### src/pcwrl_fifo.sv
// Short first-word-fall-through queue between the front and back parts.
module pcwrl_fifo #(
    parameter int W     = 8,
    parameter int DEPTH = 2,
    localparam int AW   = (DEPTH > 1) ? $clog2(DEPTH) : 1,
    localparam int CW   = $clog2(DEPTH + 1)
) (
    input  logic         i_clk,
    input  logic         i_rst_n,
    input  logic         i_push,
    input  logic [W-1:0] i_data,
    output logic         o_full,
    input  logic         i_pop,
    output logic [W-1:0] o_data,
    output logic         o_empty
);

    logic [W-1:0]  r_mem [DEPTH];
    logic [AW-1:0] r_wr_ptr;
    logic [AW-1:0] r_rd_ptr;
    logic [CW-1:0] r_count;
    logic [AW-1:0] n_wr_ptr;
    logic [AW-1:0] n_rd_ptr;

    assign n_wr_ptr = (r_wr_ptr == AW'(DEPTH - 1)) ? '0 : r_wr_ptr + 1'b1;
    assign n_rd_ptr = (r_rd_ptr == AW'(DEPTH - 1)) ? '0 : r_rd_ptr + 1'b1;

    always_ff @(posedge i_clk) begin
        if (!i_rst_n) begin
            r_wr_ptr <= '0;
            r_rd_ptr <= '0;
            r_count  <= '0;
        end else begin
            if (i_push) begin
                r_wr_ptr <= n_wr_ptr;
            end
            if (i_pop) begin
                r_rd_ptr <= n_rd_ptr;
            end
            if (i_push && !i_pop) begin
                r_count <= r_count + 1'b1;
            end else if (i_pop && !i_push) begin
                r_count <= r_count - 1'b1;
            end
        end
    end

    always_ff @(posedge i_clk) begin
        if (i_push) begin
            r_mem[r_wr_ptr] <= i_data;
        end
    end

    assign o_data  = r_mem[r_rd_ptr];
    assign o_full  = (r_count == CW'(DEPTH));
    assign o_empty = (r_count == '0);

    a_no_overflow: assert property (@(posedge i_clk) disable iff (!i_rst_n)
        !(i_push && o_full))
        else $error("queue written while full");

    a_no_underflow: assert property (@(posedge i_clk) disable iff (!i_rst_n)
        !(i_pop && o_empty))
        else $error("queue read while empty");

endmodule

### config.mk
export PLATFORM = sky130hd
export DESIGN_NAME = pcwrl_fifo
export DESIGN_NICKNAME = d
export VERILOG_FILES = /design/src/pcwrl_fifo.sv
export SDC_FILE = /design/constraint.sdc
export NUM_CORES = 1
export LEC_CHECK = 0
export ABC_AREA = 1
export BUFFER_PORTS_ARGS = -buffer_cell sky130_fd_sc_hd__buf_4
export CAP_MARGIN = 20
export CORE_UTILIZATION = 50
export CTS_CLUSTER_SIZE = 40
export DETAILED_ROUTE_END_ITERATION = 7
export PLACE_DENSITY_LB_ADDON = 0.12
export SYNTH_ARGS = -nofsm -noshare
export SYNTH_HDL_FRONTEND = slang
export SYNTH_SLANG_ARGS = --single-unit
### constraint.sdc
create_clock -name i_clk -period 3.9 [get_ports i_clk]
set_clock_uncertainty 0.2 [all_clocks]
set_input_delay 0.78 -clock i_clk [delete_from_list [all_inputs] [get_ports i_clk]]
set_output_delay 0.78 -clock i_clk [all_outputs]
set_load 0.02 [all_outputs]
Yosys cells after proc, flatten, opt, wreduce, memory -nomap -nowiden
Memory sizes are Yosys's and may differ from the RTL's. A register that Yosys moved wholly into a read port is not among the register bits.
Cells that the tools add are included.
Word-level totals
  register bits after elaboration: 4
  RAM bits: 16
  input bits: 12
  word-level logic and storage cells: 23
  memories: 1
Memories
  r_mem: depth 2, width 8, rd ports 1, clocked after Yosys merged registers in 1, write ports 1, line 18  | logic [W-1:0] r_mem [DEPTH];
Operators by class
  add/sub/neg operators: 4
  equal/unequal tests: 1
  muxes and demuxes: 8
  reduce and logical (&&, ||, !) cells: 6
Operators by type and width (number)
  two-way mux 1 bit: 6
  two-way mux 2 bit: 2
  adder 1 bit, second input constant: 2
  adder 2 x 1 -> 2 bit, second input constant: 1
  equality test 2 bit, second input constant: 1
  logical AND 1 bit: 2
  zero test 1 bit: 2
  zero test 2 bit: 1
  nonzero test 2 bit: 1
  subtractor 2 x 1 -> 2 bit, second input constant: 1

Depth between registers and ports, before layout
  depth after elaboration: 4
  depth in mapped cells: 8
  gate-level depth less buffers: 8

Worst setup path after synthesis
OpenSTA, ideal clock, no wires.
  kind: register -> output
  from: register (tool-made name)
  to: output port o_data[0]
  data arrival time: 0.853 ns
  data required time: 2.920 ns
  slack: 2.067 ns
  cell stages (with the launch flop): 3
  path buffers: 1
  cell sequence: dfxtp_1 buf_2 mux2_2
RTL lines
  end, declared: line 14  | output logic [W-1:0] o_data,

==> flow_metrics.env <==
export IMPL_outcome="finished clean"
export IMPL_hp_class="register to register"
export IMPL_postLayoutCoreUtil_pct=66.6
export IMPL_post_cts_resized=0
export IMPL_wl_met3_um=52
export IMPL_switching_share_pct=24.2
export IMPL_fin_crit_ns=2.34
export IMPL_p_per_area_nw_per_um2=436
export IMPL_yosys_warnings=0
export IMPL_worstSetupStartpointType="register"
export IMPL_clock_sinks=21
export IMPL_tightest_slew_ns=0.658
export IMPL_clock_power_share_pct=22.9
export IMPL_ir_drop_mv=0.269
export IMPL_fmax_mhz=427
export IMPL_ctsHoldBuffers=0
export IMPL_clk_latency_ns=0.29
export IMPL_slew_viol_final=0
export IMPL_rrSetupSlack_ns=2.47
export IMPL_ctsRootBufferMaster="clkbuf_4"
export IMPL_avgSynthCellArea_um2=13.9
export IMPL_r2r_end="r_mem[0][0]"
export IMPL_path_buf_inv=1
export IMPL_cap_violations=0
export IMPL_power_leakage_nw=0.425
export IMPL_synth_area_leader_cell="edfxtp_1"
export IMPL_die_w_um=42.1
export IMPL_ys_top_cells_by_area="edfxtp_1, dfxtp_1, mux2_2"
export IMPL_pre_cts_slack_ns=1.85
export IMPL_hold_end="r_wr_ptr"
export IMPL_hold_viol=0
export IMPL_critical_path_arrival_ns=1.36
export IMPL_ios=22
export IMPL_dr_max_layer_used="met4"
export IMPL_via_count=480
export IMPL_cts_setup_buffers=0
export IMPL_areaGrowthSynthToFinish_pct=24.7
export IMPL_slew_headroom_pct=56.0
export IMPL_gp_congestion=0.647
export IMPL_fin_nets=96
export IMPL_clockBufferDepth=2
export IMPL_cp_top_family="flip-flops"
export IMPL_initial_core_util_pct=53.4
export IMPL_period_share_pct=60.1
export IMPL_remaining_drc_errors=0
export IMPL_setup_tns_ns=0
export IMPL_yosys_area_top_type_share_pct=59.7
export IMPL_end_kind="primary output"
export IMPL_worstSetupPathType="register to primary output"
export IMPL_grt_pass1_wl_um=1740
export IMPL_p_seq_share_pct=60.4
export IMPL_grt_usage_pct=13.6
export IMPL_met1Wirelength_um=438
export IMPL_rsz0062_at_grt="false"
export IMPL_min_from="r_wr_ptr"
export IMPL_route_met2_wl_um=622
export IMPL_finalSetupViolations=0
export IMPL_io_buffers=21
export IMPL_p_int_mw=0.332
export IMPL_grt_overflow=0
export IMPL_pwr_share_comb_pct=16.7
export IMPL_crit_required_ns=2.92
export IMPL_viasPerCell=4.90
export IMPL_hold_depth=2
export IMPL_drt_iter0_markers=14
export IMPL_crit_path_max_incr_delay_ns=0.54
export IMPL_synth_nets=71
export IMPL_netlist_area_um2=805
export IMPL_wl_per_cell_um=11.5
export IMPL_cp_cell_sequence="mux2_2 -> buf_4"
export IMPL_dieArea_um2=1770
export IMPL_htreeDepth=1
export IMPL_synth_seq_cells=21
export IMPL_diodes=0
export IMPL_fp_row_count=14
export IMPL_cp_max_fo=8
export IMPL_reg2reg_from="r_wr_ptr"
export IMPL_ant_nets=0
export IMPL_cts_tree="yes"
export IMPL_ff2ff_path_depth=1
export IMPL_cts_buffers=3
export IMPL_layout_drive_gt1_share_pct=41.5
export IMPL_wl_um=1130
export IMPL_setup_ws_ns=1.56
export IMPL_p_total_mw=0.437
export IMPL_yosysUniqueCellTypes=16
export IMPL_clk_pin_slew_worst_paths_ns=0.11
export IMPL_die_y_um=42.1
export IMPL_ys_seq_area_share_pct=72.2
export IMPL_core_area_um2=1510
export IMPL_switchingPower_mw=0.106
export IMPL_grt_pass1_vias=440
export IMPL_antenna_found_initial=0
export IMPL_postSynthCellCount=58
export IMPL_dpl_hpwl_um=811
export IMPL_dr_pass1_iters=4
export IMPL_grt_max_degree=12
export IMPL_crit_slowest_cell="dfxtp_1"
per-stage QoR:
step                hold WS, ns  instances  cell area (um^2)
floorplan                 0.278         58               805
global placement          0.299         94               977
detailed placement        0.309         94               977
CTS                       0.334         98              1000
global route              0.361         98              1000
finish                    0.331         98              1000
Yosys cell counts, drive strengths merged:
master / instances
a21oi: 1
buf: 1
dfxtp: 5
edfxtp: 16
ha: 1
inv: 9
mux2: 8
nand2: 5
nand3: 1
nand4: 1
nor2: 7
nor3: 1
o21ai: 1
xnor2: 1
worst max path at each step:
stage	from	end	slack, ns	depth (start not counted)
final	register	o_data[7]	1.56	2
after floorplan	register	o_data[0]	2.07	2
after CTS	register	o_data[7]	1.53	2
after global routing	register	o_data[7]	1.48	2
after detailed placement	register	o_data[7]	1.85	2
after global placement	register	o_data[7]	1.86	2
placed cells by master (no fill, tap or decap), types with 3 or more instances in the layout:
cell,synthesis,routed
nor2_1,7,7
dfxtp_1,5,5
mux2_2,8,8
clkbuf_4,0,3
nand2_1,4,4
buf_4,0,21
inv_1,8,8
edfxtp_1,16,16
routing by layer:
metal / global-route usage, % / vias up
li1: - / 244
met1: 14.1 / 221
met2: 25.3 / 13
met3: 2.59 / 2
met4: 7.50 / 0
met5: 0 / -
power by group through the flow:
stage / Clock [mW] / Sequential (mW) / Combinational [mW]
global placement: 0 / 0.269 / 0.0725
detailed placement: 0 / 0.270 / 0.0740
CTS: 0.101 / 0.264 / 0.0743
finish: 0.100 / 0.264 / 0.0730
floorplan: 0 / 0.265 / 0.0461
global route: 0.110 / 0.266 / 0.0786
sequential cells by signal, summed over array words and instances (netlist names), named ones only:
name      flops
r_wr_ptr      1
r_mem        16
r_count       2
r_rd_ptr      1
cell type report:
class	instances	area, um^2
Clock buffer	4	26.3
Fill cell	114	503
Inverter	9	33.8
Multi-Input combinational cell	27	185
Sequential cell	21	581
Tap cell	16	20.0
Timing Repair Buffer	21	158
logic make-up (layout without fill, tap and decap cells):
| group | after synthesis | count (layout) | share of synthesized area [%] |
|---|---|---|---|
| simple gates | 15 | 15 | 7.93 |
| xor+xnor | 1 | 1 | 1.09 |
| buf+inv | 10 | 34 | 4.82 |
| fa+ha+maj | 1 | 1 | 1.55 |
| flops | 21 | 21 | 72.2 |
| compound gates | 2 | 2 | 1.24 |
| mux | 8 | 8 | 11.2 |
Power figures use the tool's default switching activity.
