## src/pcwrl_pkg.sv

```systemverilog
// Shared types and constants of the per-client window rate limiter.
package pcwrl_pkg;

    localparam logic [63:0] HASH_SEED = 64'd5381;

    localparam int SLOT_INDEX_W = 10;
    localparam int CFG_INDEX_W  = 8;
    localparam int CFG_DATA_W   = 16;

    localparam logic [CFG_INDEX_W-1:0] CFG_REQUEST_LIMIT  = 8'd0;
    localparam logic [CFG_INDEX_W-1:0] CFG_WINDOW_SECONDS = 8'd1;

    localparam logic [15:0] LIMIT_RESET  = 16'd60;
    localparam logic [15:0] WINDOW_RESET = 16'd10;

    typedef enum logic [2:0] {
        VERDICT_NEW     = 3'd0,
        VERDICT_RESTART = 3'd1,
        VERDICT_COUNTED = 3'd2,
        VERDICT_OVER    = 3'd3,
        VERDICT_FULL    = 3'd4
    } t_verdict;

    typedef struct packed {
        logic [63:0] addr_high;
        logic [63:0] addr_low;
        logic [31:0] now_seconds;
    } t_request;

    typedef struct packed {
        logic        used;
        logic [63:0] key_high;
        logic [63:0] key_low;
        logic [31:0] window_start;
        logic [15:0] count;
    } t_slot_entry;

endpackage

```

## src/pcwrl_front.sv

```systemverilog
// Front part: takes a request, hashes the address and reduces it to a start slot.
module pcwrl_front import pcwrl_pkg::*; #(
    parameter int SLOTS = 1024,
    localparam int SW   = $clog2(SLOTS)
) (
    input  logic          i_clk,
    input  logic          i_rst_n,
    input  logic          i_start,
    input  t_request      i_req,
    input  logic          i_block,
    output logic          o_busy,
    output logic          o_push,
    output t_request      o_req,
    output logic [SW-1:0] o_start_slot,
    input  logic          i_full
);

    localparam int SWP = SW + 1;
    localparam logic [SW:0] SLOTS_EXT = SWP'(SLOTS);

    typedef enum logic [3:0] {
        F_IDLE = 4'b0001,
        F_HASH = 4'b0010,
        F_MOD  = 4'b0100,
        F_PUSH = 4'b1000
    } t_front_state;

    t_front_state  r_state;
    logic [3:0]    r_step;
    t_request      r_req;
    logic [63:0]   r_hash;
    logic [SW-1:0] r_rem;

    logic [127:0]  w_key;
    logic [7:0]    w_byte;
    logic [63:0]   n_hash;
    logic [SW-1:0] n_rem;
    logic          w_accept;

    // Bytes are taken most significant first from the 128-bit address.
    assign w_key    = {r_req.addr_high, r_req.addr_low};
    assign w_byte   = w_key[{~r_step, 3'b000} +: 8];
    assign n_hash   = ((r_hash << 5) + r_hash) ^ {56'd0, w_byte};
    assign w_accept = i_start && !o_busy;

    // Four bits of the hash per cycle into the running remainder.
    always_comb begin
        logic [SW:0]   t;
        logic [SW-1:0] rem;
        rem = r_rem;
        for (int k = 0; k < 4; k++) begin
            t = {rem, r_hash[63-k]};
            if (t >= SLOTS_EXT) begin
                t = t - SLOTS_EXT;
            end
            rem = t[SW-1:0];
        end
        n_rem = rem;
    end

    always_ff @(posedge i_clk) begin
        if (!i_rst_n) begin
            r_state <= F_IDLE;
            r_step  <= '0;
        end else begin
            case (r_state)
                F_IDLE: begin
                    if (w_accept) begin
                        r_state <= F_HASH;
                        r_step  <= '0;
                    end
                end
                F_HASH: begin
                    r_step <= r_step + 1'b1;
                    if (r_step == 4'd15) begin
                        r_state <= F_MOD;
                    end
                end
                F_MOD: begin
                    r_step <= r_step + 1'b1;
                    if (r_step == 4'd15) begin
                        r_state <= F_PUSH;
                    end
                end
                F_PUSH: begin
                    if (!i_full) begin
                        r_state <= F_IDLE;
                    end
                end
                default: begin
                    r_state <= F_IDLE;
                end
            endcase
        end
    end

    always_ff @(posedge i_clk) begin
        if (r_state == F_IDLE && w_accept) begin
            r_req  <= i_req;
            r_hash <= HASH_SEED;
        end else if (r_state == F_HASH) begin
            r_hash <= n_hash;
            r_rem  <= '0;
        end else if (r_state == F_MOD) begin
            r_hash <= r_hash << 4;
            r_rem  <= n_rem;
        end
    end

    assign o_busy       = (r_state != F_IDLE) || i_block;
    assign o_push       = (r_state == F_PUSH) && !i_full;
    assign o_req        = r_req;
    assign o_start_slot = r_rem;

    a_accept_starts_hash: assert property (@(posedge i_clk) disable iff (!i_rst_n)
        w_accept |=> (r_state == F_HASH && r_step == 4'd0))
        else $error("accepted request did not enter hashing");

endmodule

```

## config.mk

```make
export PLATFORM = sky130hd
export DESIGN_NAME = pcwrl_front
export DESIGN_NICKNAME = d
export VERILOG_FILES = /design/src/pcwrl_pkg.sv /design/src/pcwrl_front.sv
export SDC_FILE = /design/constraint.sdc
export NUM_CORES = 1
export LEC_CHECK = 0
export BUFFER_PORTS_ARGS = -buffer_cell sky130_fd_sc_hd__buf_2
export CORE_MARGIN = 2
export CORE_UTILIZATION = 58
export CTS_CLUSTER_SIZE = 28
export DETAILED_ROUTE_END_ITERATION = 6
export PLACE_DENSITY = 0.87
export SLEW_MARGIN = 10
export SYNTH_ARGS = -nofsm -noshare
export SYNTH_HDL_FRONTEND = slang
export SYNTH_SLANG_ARGS = --single-unit
```

## constraint.sdc

```tcl
create_clock -name i_clk -period 9.3 [get_ports i_clk]
set_input_delay 0 -clock i_clk [delete_from_list [all_inputs] [get_ports i_clk]]
set_output_delay 0 -clock i_clk [all_outputs]
set_load 0.005 [all_outputs]
```

==> Word-level counts from Yosys, hierarchy flattened <==
Index checks and enable logic that the tools add are counted.
Widths: inputs -> output; s select.
{ "word_totals": {"ram_bits": 0, "regBits": 242, "latch_bits": 0, "elab_cells": 57, "romBits": 0, "output_inout_bits": 172, "n_memories": 0} }
{ "classes": {"n_lt_le_gt_ge": 4, "bitwise": 3, "div_mod_pow": 0, "shift": 1, "add_sub_neg": 6, "n_mul": 0, "n_eq_ne": 10, "reduce_logical": 12, "n_mux": 14} }
{ "op_table": {"columns": ["operator", "count"], "rows": [
  ["$mux 64", 2],
  ["$shiftx 128x8->8", 1],
  ["$add 64x64->64", 1],
  ["$xor 64x8->64", 1],
  ["$mux 10", 5],
  ["$ge 11x11->1 const B", 4],
  ["$sub 10x1->10 const B", 4],
  ["$mux 4", 5],
  ["$pmux 4 s4", 1],
  ["$eq 4x4->1 const B", 2],
  ["$ne 2x2->1 const B", 4],
  ["$pmux 4 s2", 1],
  ["$add 4x1->4 const B", 1],
  ["$eq 4x1->1 const B", 1],
  ["$eq 4x2->1 const B", 1],
  ["$eq 4x3->1 const B", 1],
  ["$ne 4x1->1 const B", 1],
  ["$not 4->4", 1],
  ["$reduce_and 2->1", 2],
  ["$reduce_and 4->1", 1],
  ["$reduce_bool 2->1", 2],
  ["$logic_and 1x1->1", 3],
  ["$logic_not 1->1", 2],
  ["$reduce_or 2->1", 1],
  ["other kinds (2)", 2]
]} }

==> Depth between registers and ports, before layout <==
{ "depth": {"depth_word": 9, "mapped_depth": 13, "mapped_depth_nobuf": 13} }

==> Least setup slack after synthesis <==
Ideal clock, no wire load.
{ "synth_timing": {"path_kind": "register to register", "from": "register r_state[2]", "to": "register r_req (netlist bit o_req[0]) (enable)", "setup_ps": 587, "synth_period_minus_slack_ps": 6398, "path_stages_with_launch": 7, "arrival_ps": 5811, "slack_ps": 2902, "path_buffers": 2, "path_cell_list": "dfxtp_1 > clkbuf_1 > nor4b_1 > nor2b_1 > nand2_1 > inv_2 > clkbuf_1"} }
{ "synth_between": {"elab_chain_cells": 5, "word_cells_on_any_way": 6} }
{ "synth_lines": {"columns": ["element", "line_no", "text"], "rows": [
  ["start, declared", "pcwrl_front.sv:28", "t_front_state r_state;"],
  ["start signal, assigned", "pcwrl_front.sv:63", "r_state <= F_IDLE;"],
  ["start signal, assigned", "pcwrl_front.sv:69", "r_state <= F_HASH;"],
  ["start signal, assigned", "pcwrl_front.sv:76", "r_state <= F_MOD;"],
  ["$ne 4x1->1", "pcwrl_front.sv:110", "assign o_busy = (r_state != F_IDLE) || i_block;"],
  ["$logic_or 1x1->1", "pcwrl_front.sv:110", null],
  ["$logic_not 1->1", "pcwrl_front.sv:44", "assign w_accept = i_start && !o_busy;"],
  ["$logic_and 1x1->1", "pcwrl_front.sv:44", null],
  ["$logic_and 1x1->1 (*)", "pcwrl_front.sv:98", "if (r_state == F_IDLE && w_accept) begin"],
  ["end signal, assigned", "pcwrl_front.sv:99", "r_req <= i_req;"],
  ["end, declared", "pcwrl_front.sv:30", "t_request r_req;"]
]} }
Mark *: on every way between the ends. The rest lies on a longest branch, timed or not.
A chain may end at the register's enable or synchronous reset.

==> Worst setup path in the final report <==
{ "layout_timing": {"from": "register r_state[3]", "to": "register r_req (netlist bit o_req[95]) (enable)"} }
Same word-level chain as after synthesis.

==> flow_summary.json <==
{
  "status": "complete, but fails checks",
  "violations": "DRC",
  "routed_wl_mm": 53.4,
  "instances_no_fill": 1828,
  "synthCells": 1075,
  "setup_viol": 0,
  "clkSinkCount": 242,
  "postCtsSetupRepairBufs": 0,
  "overflow": 0,
  "port_buffers": 336,
  "grt_max_degree": 131,
  "gr-max-usage-layer": "met2",
  "synth_top_area_cell": "edfxtp_1",
  "max_freq_ghz": 0.271,
  "crit_path_cell_trace": "nor4b_1, nor2b_1, nand2_1, inv_8, buf_4",
  "grt_use_met2": 0.678,
  "synthTopCellsByArea": "edfxtp_1, dfxtp_1, mux4_2, ha_1, a21oi_1",
  "synth-edff-count": 170,
  "fp.dieArea_um2": 22900,
  "initial_utilization": 0.595,
  "critPathMaxFanout": 130,
  "max_stage_delay_ns": 0.99,
  "holdWs_ns": 0.118,
  "synth_ff_type": "edfxtp_1",
  "grt_pass1_wl_mm": 77.6,
  "slew_headroom": 0.205,
  "num_io_pins": 337,
  "wl_per_cell_um": 29.2,
  "yosysWarnings": 0,
  "synthArstFlopShare": 0,
  "clock_latency_ns": 0.55,
  "ys_ff_latch": 242,
  "fin_nets": 1756,
  "cts_root_buffer": "clkbuf_16",
  "grtUsageMet1": 0.545,
  "p_per_area_nw_per_um2": 158,
  "synth.distinct_cells": 72,
  "syn-mean-instance-area_um2": 11.7,
  "worst_pin_slew_ns": 1.19,
  "core_um2": 21200,
  "via_count": 12908,
  "clock_skew_ns": 0.0336,
  "worstHoldPathType": "in2reg",
  "postRouteAntennaNets": 0,
  "design_area_um2": 16900,
  "num_rows": 53,
  "cts_tree": "yes",
  "worst_slack_ns": 5.61,
  "cp_slowest_cell": "buf_4",
  "seq_area_frac_synth": 0.520,
  "final.min_clock_period_ns": 3.69,
  "die_h_um": 151,
  "grt_usage": 0.458,
  "syn_nets": 1300,
  "grt_pass1_vias": 12501,
  "netlist_area_um2": 12600,
  "antenna_found_initial": 5,
  "startpoint_type": "register",
  "initialDrtViolationCount": 2262,
  "met3_usage": 0.184,
  "drive_gt1_frac": 0.288,
  "hold_viol": 0,
  "path_clk_slew_ns": 0.08,
  "slew_violations": 0,
  "die_w_um": 151,
  "placed_cell_area_um2": 14300,
  "finalPower_mw": 2.67,
  "ir_worst_vdd_v": 0.000146,
  "cap_viol_max_count": 0,
  "viasPerCell": 7.06,
  "synth_top_area_frac": 0.406,
  "dp.cells": 1614,
  "final_util": 0.798,
  "htree_levels": 1,
  "clockBufferDepth": 3,
  "post-place-ws_ns": 5.89,
  "drc": 7,
  "rsz0062_at_grt": "false",
  "required_ns": 9.44,
  "tns_ns": 0,
  "syn2layout_area_growth_pct": 34.2,
  "gp_congestion": 0.935,
  "finalCritPeriodShare": 0.397,
  "end_kind": "register",
  "p_leak_nw": 6.87,
  "cts_buffers": 27,
  "critPathKind": "reg2reg",
  "arrival_ns": 3.83,
  "hpwl_mm": 28.3,
  "first_pass_iters": 7
}
layer usage:
layer	up-vias	part of all wire
met2	1463	0.43
met1	5909	0.32
met5	-	0.0021
met4	6	0.10
met3	459	0.15
li1	5071	-
cells in the mapped netlist, drive strengths merged, types with 3 or more instances:
| cell type | count |
|---|---|
| inv | 19 |
| a221oi | 5 |
| nand2 | 88 |
| o21a | 5 |
| nor3 | 14 |
| ha | 59 |
| nand3b | 3 |
| a21o | 34 |
| nor2b | 7 |
| nand4 | 26 |
| edfxtp | 170 |
| and4 | 3 |
| xor2 | 28 |
| a211oi | 4 |
| xnor2 | 30 |
| o31ai | 6 |
| o41ai | 3 |
| a21oi | 113 |
| mux2i | 4 |
| dfxtp | 72 |
| o21ai | 42 |
| mux4 | 40 |
| a31oi | 8 |
| a221o | 6 |
| buf | 21 |
| and3 | 9 |
| o21bai | 12 |
| nand3 | 16 |
| a22oi | 53 |
| a311oi | 4 |
| a21boi | 5 |
| nor2 | 41 |
| o22ai | 16 |
| o2111ai | 3 |
| or3 | 4 |
| clkbuf | 56 |
| nor4b | 3 |
| nand2b | 3 |
| and2 | 19 |
placed cells by master, fill, tap and decap left out, types with 5 or more instances in the layout:
cell,count
nand3_1,15
nor2b_1,7
a21oi_1,110
o21ai_0,37
xor2_1,28
inv_1,18
a31oi_1,7
mux4_2,40
nor3_1,14
a221oi_1,5
o21bai_1,12
dlygate4sd3_1,163
a221o_1,6
and2_1,19
ha_1,59
o21a_1,5
clkbuf_16,27
a21boi_0,5
a22oi_1,53
nand2_1,88
o22ai_1,16
nor2_1,40
buf_4,5
dfxtp_1,70
edfxtp_1,170
nand4_1,26
o21ai_1,5
xnor2_1,30
clkbuf_1,5
and3_1,9
a21o_1,34
buf_2,336
final timing paths:
| path | startpoint | end | slack [ns] | cells past startpoint |
|---|---|---|---|---|
| worst max register to register | r_state[3] | o_req[95] | 5.61 | 5 |
| worst min register to register | o_start_slot[3] | o_start_slot[7] | 0.58 | 1 |
| worst max-delay path | r_state[3] | o_req[95] | 5.61 | 5 |
| worst min-delay path | i_block | r_hash[51] | 0.12 | 4 |
power breakdown:
group | internal (mW) | total [mW] | switching (mW) | leakage (nW)
registers | 1.20 | 1.25 | 0.0429 | 2.16
logic | 0.129 | 0.275 | 0.146 | 4.27
clock network | 0.649 | 1.14 | 0.495 | 0.434
area by class of cell:
| type | instances | area (µm²) |
|---|---|---|
| antenna | 3 | 7.51 |
| fill | 1035 | 4280 |
| inverter | 19 | 78.8 |
| tap | 275 | 344 |
| clock inverter | 16 | 203 |
| multi-input combinational | 737 | 5650 |
| clock buffer | 32 | 694 |
| sequential | 242 | 6550 |
| timing repair buffer | 504 | 3350 |
flip-flops by register name, summed over array words and instances (netlist names):
signal / cells
o_req: 160
o_start_slot: 10
r_hash: 64
r_state: 4
r_step: 4
cells by family after synthesis:
| logic type | after synthesis | share of synthesized area |
|---|---|---|
| simple gates | 241 | 0.0941 |
| xor+xnor | 58 | 0.0404 |
| flops | 242 | 0.520 |
| fa+ha+maj | 60 | 0.0603 |
| buf+inv | 96 | 0.0321 |
| mux | 44 | 0.0748 |
| compound gates | 334 | 0.178 |
worst max-delay path: cells and delay by family (launching register included):
family | cells | cell delay [ns]
buffers and inverters | 2 | 1.70
AND/OR/NAND/NOR | 3 | 1.04
flip-flops | 1 | 0.42
timing repair:
item / in CTS / in global routing
hold endpoints to repair: 169 / 0
hold buffers: 163 / 0
endpoints found under the setup margin: 0 / 0
gates resized for setup: 0 / 0
(Power assumes the default switching activity.)
